$ cat src/rtks_pkg.sv
`default_nettype none
// ----------------------------------------------------------------------------
// Row top-k select package
// Shared constants, the controller/datapath command and status structs, and
// the float32 ordering key.
// ----------------------------------------------------------------------------
package rtks_pkg;

  localparam int KMaxDefault   = 16;
  localparam int RowMaxDefault = 65536;

  localparam int ValueW = 32;
  localparam int IndexW = 16;
  localparam int KCfgW  = 5;

  // Configuration register indexes.
  localparam logic [KCfgW-1:0] RegKCount     = 5'd0;
  localparam logic [KCfgW-1:0] RegPickLargest = 5'd1;

  // Commands from the controller to the datapath.
  typedef struct packed {
    logic insert;     // insert the presented element into the kept list
    logic clear_row;  // start a new row
    logic load_out;   // load the output register from the read slot
    logic read_next;  // advance the read slot
  } rtks_cmd_t;

  // Status from the datapath to the controller.
  typedef struct packed {
    logic out_busy;   // output register holds a result not yet taken
    logic read_last;  // current read slot is the final one to emit
  } rtks_stat_t;

  // Monotone 33-bit key: NaN above all numbers, -0 folded onto +0.
  function automatic logic [32:0] order_key(input logic [31:0] bits);
    logic [30:0] mag;
    logic [31:0] b;
    logic [32:0] key;
    mag = bits[30:0];
    b   = bits;
    if (mag == 31'd0) begin
      b = 32'd0;
    end
    if (mag > 31'h7F80_0000) begin
      key = {1'b1, 32'd0};
    end else if (b[31]) begin
      key = {1'b0, ~b};
    end else begin
      key = {1'b0, b | 32'h8000_0000};
    end
    return key;
  endfunction

endpackage : rtks_pkg
`default_nettype wire

$ cat src/rtks_datapath.sv
`default_nettype none
// ----------------------------------------------------------------------------
// Row top-k select datapath
// Kept list as an insertion chain of registers, position counter, read slot
// and output register.
// ----------------------------------------------------------------------------
module rtks_datapath #(
  parameter int K_MAX   = rtks_pkg::KMaxDefault,
  parameter int ROW_MAX = rtks_pkg::RowMaxDefault
) (
  input  wire                      clk,
  input  wire                      rst,
  input  wire logic [31:0]         elem_value,
  input  wire logic [4:0]          k_count,
  input  wire logic                pick_largest,
  input  wire logic                out_take,
  input  wire rtks_pkg::rtks_cmd_t cmd,
  output rtks_pkg::rtks_stat_t     stat,
  output logic                     out_valid,
  output logic [31:0]              best_value,
  output logic [15:0]              best_index,
  output logic                     last_of_row
);
  import rtks_pkg::*;

  localparam int CntW = $clog2(K_MAX + 1);
  localparam int SlotW = (K_MAX > 1) ? $clog2(K_MAX) : 1;
  localparam int PosW = (ROW_MAX > 2) ? $clog2(ROW_MAX) : 1;

  logic [31:0]     kept_values  [K_MAX];
  logic [15:0]     kept_indices [K_MAX];
  logic [CntW-1:0] kept_count;
  logic [PosW-1:0] position_counter;
  logic [SlotW-1:0] read_slot;

  logic [K_MAX-1:0] beat;
  logic [K_MAX-1:0] place;
  logic [32:0]      new_key;
  logic [CntW-1:0]  k_eff;
  logic [CntW-1:0]  n_emit;
  logic [15:0]      pos_index;

  // Compare the new element against every kept entry at once.
  always_comb begin
    new_key = order_key(elem_value);
    for (int i = 0; i < K_MAX; i++) begin
      beat[i] = (CntW'(i) < kept_count) &&
                (pick_largest ? (new_key > order_key(kept_values[i]))
                              : (new_key < order_key(kept_values[i])));
    end
    // An entry takes the new element when it is the first beaten or the first
    // free slot; entries after that point shift down.
    for (int i = 0; i < K_MAX; i++) begin
      if (i == 0) begin
        place[i] = beat[i] || (kept_count == '0);
      end else begin
        place[i] = place[i-1] || beat[i] ||
                   (CntW'(i) == kept_count);
      end
    end
  end

  // Effective k and the number of pairs to emit.
  always_comb begin
    if (k_count == 5'd0) begin
      k_eff = CntW'(1);
    end else if (32'(k_count) > K_MAX) begin
      k_eff = CntW'(K_MAX);
    end else begin
      k_eff = CntW'(k_count);
    end
    n_emit = (kept_count < k_eff) ? kept_count : k_eff;
  end

  // Keep a narrow position value as the 16-bit index.
  always_comb begin
    pos_index = 16'(position_counter);
  end

  // Insertion chain.
  always_ff @(posedge clk) begin
    if (cmd.insert) begin
      for (int i = 0; i < K_MAX; i++) begin
        if (place[i]) begin
          if (i == 0 || !place[(i > 0) ? i-1 : 0]) begin
            kept_values[i]  <= elem_value;
            kept_indices[i] <= pos_index;
          end else begin
            kept_values[i]  <= kept_values[(i > 0) ? i-1 : 0];
            kept_indices[i] <= kept_indices[(i > 0) ? i-1 : 0];
          end
        end
      end
    end
  end

  // Fill count and position counter.
  always_ff @(posedge clk) begin
    if (rst || cmd.clear_row) begin
      kept_count       <= '0;
      position_counter <= '0;
    end else if (cmd.insert) begin
      if (kept_count < CntW'(K_MAX) && (|place)) begin
        kept_count <= kept_count + CntW'(1);
      end
      if (32'(position_counter) == ROW_MAX - 1) begin
        position_counter <= '0;
      end else begin
        position_counter <= position_counter + PosW'(1);
      end
    end
  end

  // Read slot walks the list during emission.
  always_ff @(posedge clk) begin
    if (rst || cmd.clear_row) begin
      read_slot <= '0;
    end else if (cmd.read_next) begin
      read_slot <= read_slot + SlotW'(1);
    end
  end

  // Output register.
  always_ff @(posedge clk) begin
    if (rst) begin
      out_valid <= 1'b0;
    end else if (cmd.load_out) begin
      out_valid <= 1'b1;
    end else if (out_take) begin
      out_valid <= 1'b0;
    end
  end

  always_ff @(posedge clk) begin
    if (cmd.load_out) begin
      best_value  <= kept_values[read_slot];
      best_index  <= kept_indices[read_slot];
      last_of_row <= stat.read_last;
    end
  end

  always_comb begin
    stat.out_busy  = out_valid && !out_take;
    stat.read_last = (CntW'(read_slot) + CntW'(1) >= n_emit);
  end

  // The fill count never exceeds the list depth.
  assert property (@(posedge clk) disable iff (rst) kept_count <= CntW'(K_MAX))
    else $error("kept count above depth");
  // A result is only loaded when the output register is free.
  assert property (@(posedge clk) disable iff (rst) cmd.load_out |-> !stat.out_busy)
    else $error("output register overwritten");
  // A new row starts with an empty list.
  assert property (@(posedge clk) disable iff (rst) cmd.clear_row |=> kept_count == '0)
    else $error("list not cleared");

endmodule : rtks_datapath
`default_nettype wire

$ cat src/rtks_ctrl.sv
`default_nettype none
// ----------------------------------------------------------------------------
// Row top-k select controller
// Accepts elements, and on a row end walks the kept list into the output
// register one pair per transfer.
// ----------------------------------------------------------------------------
module rtks_ctrl (
  input  wire                       clk,
  input  wire                       rst,
  input  wire logic                 in_valid,
  input  wire logic                 row_end,
  output logic                      in_stall,
  input  wire rtks_pkg::rtks_stat_t stat,
  output rtks_pkg::rtks_cmd_t       cmd
);
  import rtks_pkg::*;

  localparam logic [1:0] StAccept = 2'd0;
  localparam logic [1:0] StEmit   = 2'd1;

  logic [1:0] state;
  logic [1:0] state_next;
  logic       in_take;

  always_comb begin
    in_stall   = (state != StAccept);
    in_take    = in_valid && !in_stall;
    cmd        = '0;
    state_next = state;
    unique case (state)
      StAccept: begin
        cmd.insert = in_take;
        if (in_take && row_end) begin
          state_next = StEmit;
        end
      end
      StEmit: begin
        // Emptiness is impossible: the row end element itself was inserted.
        if (!stat.out_busy) begin
          cmd.load_out = 1'b1;
          if (stat.read_last) begin
            cmd.clear_row = 1'b1;
            state_next    = StAccept;
          end else begin
            cmd.read_next = 1'b1;
          end
        end
      end
      default: begin
        state_next = StAccept;
      end
    endcase
  end

  always_ff @(posedge clk) begin
    if (rst) begin
      state <= StAccept;
    end else begin
      state <= state_next;
    end
  end

  // Elements are only taken while not emitting.
  assert property (@(posedge clk) disable iff (rst) cmd.insert |-> state == StAccept)
    else $error("insert during emission");
  // A row end always leads to emission.
  assert property (@(posedge clk) disable iff (rst) (cmd.insert && row_end) |=> state == StEmit)
    else $error("row end not emitted");
  // Clearing ends the emission.
  assert property (@(posedge clk) disable iff (rst) cmd.clear_row |=> state == StAccept)
    else $error("clear without return");

endmodule : rtks_ctrl
`default_nettype wire

$ cat src/row_top_k_select.sv
`default_nettype none
// ----------------------------------------------------------------------------
// Row top-k select
// Keeps the best k float32 elements of a row and emits them best first.
// ----------------------------------------------------------------------------
// Throughput: one element per cycle while a row streams in; the insertion
// chain compares against all kept entries at once.
// At a row end the block emits min(max(k, 1), K_MAX, row length) pairs, one per cycle
// when the output is not stalled, and takes no element until the last is loaded.
// First pair: loaded from the emit state once the output register is free.
// Reset: synchronous; clears the fill count, position, state and output valid.
module row_top_k_select #(
  parameter int K_MAX   = rtks_pkg::KMaxDefault,
  parameter int ROW_MAX = rtks_pkg::RowMaxDefault
) (
  input  wire         clk,
  input  wire         rst,
  input  wire         cfg_we,
  input  wire  [4:0]  cfg_index,
  input  wire  [4:0]  cfg_data,
  input  wire         in_valid,
  output logic        in_stall,
  input  wire  [31:0] elem_value,
  input  wire         row_end,
  output logic        out_valid,
  input  wire         out_stall,
  output logic [31:0] best_value,
  output logic [15:0] best_index,
  output logic        last_of_row
);
  import rtks_pkg::*;

  logic [4:0] k_count;
  logic       pick_largest;
  rtks_cmd_t  cmd;
  rtks_stat_t stat;

  // Configuration registers.
  always_ff @(posedge clk) begin
    if (rst) begin
      k_count      <= 5'd1;
      pick_largest <= 1'b1;
    end else if (cfg_we) begin
      if (cfg_index == RegKCount) begin
        k_count <= cfg_data;
      end else if (cfg_index == RegPickLargest) begin
        pick_largest <= cfg_data[0];
      end
    end
  end

  rtks_ctrl u_ctrl (
    .clk      (clk),
    .rst      (rst),
    .in_valid (in_valid),
    .row_end  (row_end),
    .in_stall (in_stall),
    .stat     (stat),
    .cmd      (cmd)
  );

  rtks_datapath #(
    .K_MAX   (K_MAX),
    .ROW_MAX (ROW_MAX)
  ) u_datapath (
    .clk          (clk),
    .rst          (rst),
    .elem_value   (elem_value),
    .k_count      (k_count),
    .pick_largest (pick_largest),
    .out_take     (out_valid && !out_stall),
    .cmd          (cmd),
    .stat         (stat),
    .out_valid    (out_valid),
    .best_value   (best_value),
    .best_index   (best_index),
    .last_of_row  (last_of_row)
  );

endmodule : row_top_k_select
`default_nettype wire
$ cat config.mk
export PLATFORM = sky130hd
export DESIGN_NAME = row_top_k_select
export DESIGN_NICKNAME = d
export VERILOG_FILES = /design/src/rtks_pkg.sv /design/src/rtks_datapath.sv /design/src/rtks_ctrl.sv /design/src/row_top_k_select.sv
export SDC_FILE = /design/constraint.sdc
export NUM_CORES = 2
export LEC_CHECK = 0
export BUFFER_PORTS_ARGS = -buffer_cell sky130_fd_sc_hd__buf_4
export CAP_MARGIN = 10
export CORE_UTILIZATION = 55
export DETAILED_ROUTE_END_ITERATION = 10
export PLACE_DENSITY = 0.71
export RECOVER_POWER = 50
export SLEW_MARGIN = 30
export SYNTH_ARGS = -nofsm -noshare
export SYNTH_HDL_FRONTEND = slang
export SYNTH_SLANG_ARGS = --single-unit
$ cat constraint.sdc
create_clock -name clk -period 9 [get_ports clk]
set_clock_uncertainty 0.15 [all_clocks]
set_input_delay 0.45 -clock clk [delete_from_list [all_inputs] [get_ports clk]]
set_output_delay 0.45 -clock clk [all_outputs]
set_load 0.01 [all_outputs]
# Word-level counts from Yosys, hierarchy flattened
# Memory sizes are Yosys's and may differ from the RTL's. A register that Yosys moved wholly into a read port is not among the register bits.
# Cells that the tools add are included.
# W data, S select, Z words.
# totals
ff_bits	35
ram_bits	768
word_cells	470
memories	2
# memory_table
name	depth	word_bits	rd	rd_ports_with_merged_regs	wr	line	text
u_datapath.kept_values	16	32	17	1	16	rtks_datapath.sv:30	logic [31:0] kept_values [K_MAX];
u_datapath.kept_indices	16	16	16	1	16	rtks_datapath.sv:31	logic [15:0] kept_indices [K_MAX];
# op_classes
addsub	4
magnitude_cmp	69
eq_ne	21
n_mux	234
n_bitwise	48
reduce_logical	84
# op_table
cell	count
$mux W32	49
$mux W33	17
$not A32 Y32	17
$gt A33 B33 Y1	16
$lt A33 B33 Y1	16
$gt A31 B31 Y1 const B	17
$logic_not A31 Y1	17
$mux W16	16
$mux W1	143
$eq A4 B5 Y1 const A	8
$lt A4 B5 Y1 const A	8
$logic_or A1 B1 Y1	32
$or A1 B1 Y1	30
$logic_and A1 B1 Y1	21
$eq A3 B5 Y1 const A	4
$lt A3 B5 Y1 const A	4
$add A16 B1 Y16 const B	1
$eq A16 B16 Y1 const B	1
$reduce_or A16 Y1	1
$logic_not A5 Y1	3
$mux W5	3
$eq A2 B5 Y1 const A	2
$lt A1 B5 Y1 const A	2
$lt A2 B5 Y1 const A	2
21 further kinds	30

# Longest topological paths before layout
# An unclocked memory read counts as a cell.
# logic_depth
depth_word	44
mapped_depth	23

# Cells and area by module
# Synthesis repeated with hierarchy kept, for this count alone.
# unflattened
hier_cells	5328
area_unflattened_um2	62119.6
# modules_own_cells
mod	instances	cells_each	area_each_um2	seq_area_each_um2
rtks_datapath	1	5293	61761.7	25054.0
row_top_k_select	1	28	289.0	120.1
rtks_ctrl	1	7	68.8	20.0

# Worst setup path before layout
# No wires, ideal clock.
# synth_path
path_kind	in2reg
startpoint	in elem_value[16]
endpoint	mem u_datapath.kept_indices[15][0], enable pin
arrival_ns	7.319
slack_ns	1.062
cell_stages	19
path_cell_list	clkbuf_1 nor4_1 nand4_1 o21a_1 nand2b_1 clkbuf_1 buf_1 nor2_1 ha_1 nand3_1 nor2_1 nand3_1 or4b_2 o311a_1 o31ai_1 mux2i_1 a2bb2oi_2 nor3_4 a21oi_1
# synth_rtl
item	line	text
from (decl)	row_top_k_select.sv:23	input wire [31:0] elem_value,
to (decl)	rtks_datapath.sv:31	

==> results.tsv <==
metric	value	unit
status	complete, but fails checks	
failed_checks	capacitance limit, slew limit	
min_from	cfg_index[0]	
gr-max-usage-layer	met2	
reg2regPathDepth	23	
syn_inst	5315	
die_area	0.114	sq mm
cts_root_buf	clkbuf_16	
ys_ff_latch	850	
fin_setup_tns	0	ns
rsz0062_at_grt	false	
hold_ws	0.0645	ns
vias	46300	
drt_iter0_drc	4275	
async_flop_share	0	%
hold_depth	4	
cp_data_arrival_time	8.96	ns
numPortBuffers	98	
io_pins	99	
tightestPinTransition	4.48	ns
netlist.area_leader.share	39.5	%
rr_endpoint	u_datapath.kept_indices[6][12]	
fp-row-count	122	
grt_pass1_vias	45300	
yosysSeqAreaShare	40.6	%
clockBufferDepth	3	
drtAntennaViolNets	0	
period_share	96.1	%
yosysTopAreaCell	edfxtp_1	
h-tree-depth	3	
ir_drop	0.232	mV
track_usage	36.7	%
die_h	338	microns
setup_viol	0	
place.gp.congestion	1.02	
fillCellCount	9000	
antenna_found_initial	9	
nNetsFinal	5914	
regToRegSetupSlack	0.73	ns
cts.clk_slew.worst_paths	0.07	ns
cts_resized	0	
r2r-start	u_datapath.kept_values[0][14]	
gr-usage-met3	5.38	%
fmax	0.116	GHz
worst_hold_path_type	in -> reg	
avgSynthCellArea	11.7	sq um
synth.cell_area	0.0620	sq mm
place_ws	1.11	ns
drc	0	
synth_cell_types	83	
cp.required	9.31	ns
finalWorstSetupSlack	0.352	ns
cp-start-kind	primary input	
power_leakage	26.5	nW
grt-ovfl-total	0	
holdPathEnd	k_count[4]	
critPathCaptureType	flop	
grtUsageMet1	46.5	%
crit_fanout	20	
criticalPathCategory	in -> reg	
synthTopCellsByArea	edfxtp_1 40%, mux2_2 12%, ha_1 11%, mux4_2 8.7%, xor2_1 6.8%	
drt-wirelength-per-cell	30.3	microns
syn_nets	5901	
cts_tree	built	
synth_edf_count	817	
start_util	55.8	%
wirelength	209000	microns
area_growth	9.31	%
core-area	0.111	sq mm
final-max-slew-violation-count	402	
cts_buffers	95	
dpl.hpwl	153000	microns
worstSkewPairLatency	0.72	ns
relSlewSlack	-199	%
grt_use_met2	58.3	%
synth_ff_type	edfxtp_1	
grt_pass1_wl	305000	microns
timing.final.crit_period	8.65	ns
die_w	338	microns
grt_max_degree	142	
cts_sinks	850	
power_density	243	mW/mm^2
via_per_inst	6.71	
hold_viol	0	
drv_cap	8	
ys_warn_count	0	
drt_first_pass_iters	8	
drive_above_1_share	23.2	%
[final cells by class]
type                    instances  area, sq um  area share (%)
clock buffers                 105         2430            3.59
multi-input cells            4049        35300            52.1
repair buffers                274         2030            2.99
diodes                          4         10.0          0.0148
clock inverters                65          731            1.08
inverters                      58          219           0.323
flip-flops and latches        850        25200            37.2
well taps                    1488         1860            2.75
[critical path, cell delays in order]
cell           delay, ns
dlygate4sd3_1       0.53
clkbuf_1            0.50
nor4_2              0.96
nand4_1             0.33
or2_0               0.36
nand2b_1            0.35
buf_4               0.39
nor2_1              0.11
buf_4               0.20
ha_1                0.31
nand4_1             0.13
nor3_1              0.88
nand4_1             0.24
nor3_1              0.53
buf_4               0.20
o31ai_1             0.05
mux2i_1             0.19
o21ai_0             0.15
a2bb2oi_2           0.20
buf_4               0.19
nor2_2              0.44
a31oi_4             0.25
clkbuf_2            0.49
mux2_2              0.43
[through the flow]
stage	cells	total power [W]	cell area [sq um]	utilization, %
finish	6893	0.0165	67800	60.9
global placement	6678	0.0122	64600	58.1
detailed placement	6678	0.0124	64700	58.1
global route	6891	0.0173	67800	60.9
floorplan	5315	0.0102	62000	-
CTS	6887	0.0165	68200	61.3
[power breakdown]
group          total [W]  internal, W  switching, W
sequential       0.00624      0.00538      0.000859
clock            0.00407      0.00228       0.00179
combinational    0.00621      0.00267       0.00354
total             0.0165       0.0103       0.00618
[registers in the layout (all words and copies together), names as in the netlist]
register and count:
k_count 5, pick_largest 1, u_ctrl.state 1, u_datapath.best_index 16, u_datapath.best_value 32, u_datapath.kept_count 5, u_datapath.kept_indices 256, u_datapath.kept_values 512
u_datapath.last_of_row 1, u_datapath.out_valid 1, u_datapath.pos_index 16, u_datapath.read_slot 4
[metal layers]
layer | vias to the layer above | share of wire, %
met2 | 2302 | 46
met3 | 562 | 7.8
li1 | 20200 | -
met5 | - | 0.0072
met1 | 23200 | 38
met4 | 2 | 8.0
[worst max path at each step]
stage | start | to | slack, ns | cells after the start
after floorplan | elem_value[16] | u_datapath.kept_indices[15][0] | 1.06 | 19
after detailed placement | elem_value[4] | u_datapath.kept_indices[11][10] | 1.11 | 21
after CTS | u_datapath.kept_values[0][14] | u_datapath.kept_values[6][28] | 1.26 | 23
final | elem_value[7] | u_datapath.kept_indices[6][12] | 0.35 | 24
after global placement | elem_value[4] | u_datapath.kept_indices[8][14] | 0.61 | 23
after global routing | elem_value[7] | u_datapath.kept_indices[6][14] | 0.46 | 24
[cell usage after synthesis, drive strengths merged, types with 5 or more instances]
cell type  count
xnor2         65
a2111oi        9
a211o          9
xor2         484
and3          26
a21oi        147
nand2        745
inv           57
dfxtp         33
nand2b        24
or4            8
clkbuf       247
o31a           5
nand3         66
o31ai         10
buf          111
nor3          87
nor2         182
a211oi        31
and2           6
o211ai        22
or3           18
a21o          71
nand4        148
o21a          24
mux2         675
o221ai         6
nor2b         23
nand3b         5
mux2i         17
o2111ai        6
o21ai        119
a31oi         15
o21bai         6
and4          15
edfxtp       817
mux4         240
nor4         136
ha           538
a221oi        10
or2            5
[what timing repair did]
action / CTS / global route
hold buffers: 39 / 0
endpoints found under the setup margin: 0 / 0
setup buffers: 0 / 0
hold endpoints to repair: 37 / 0
[cells by family (layout without fill, tap and decap cells)]
group,Yosys count,after routing,share of synthesized area [%]
other,0,4,0
XOR/XNOR,549,549,7.75
AO/OA/AOI/OAI,529,529,5.51
multiplexers,932,932,21.3
adder cells (fa/ha/maj),538,538,10.8
flip-flops,850,850,40.6
AND/OR/NAND/NOR,1501,1501,11.3
buffers and inverters,416,502,2.68
[cells in the final DEF, fill, tap and decap left out, drive strengths merged, types with 119 or more instances in the layout]
master	instances
mux2	675
edfxtp	817
a21oi	147
buf	142
nor4	136
ha	538
xor2	484
clkbuf	198
nor2	182
nand2	745
nand4	148
o21ai	119
mux4	240
Power figures use the tool's default switching activity.
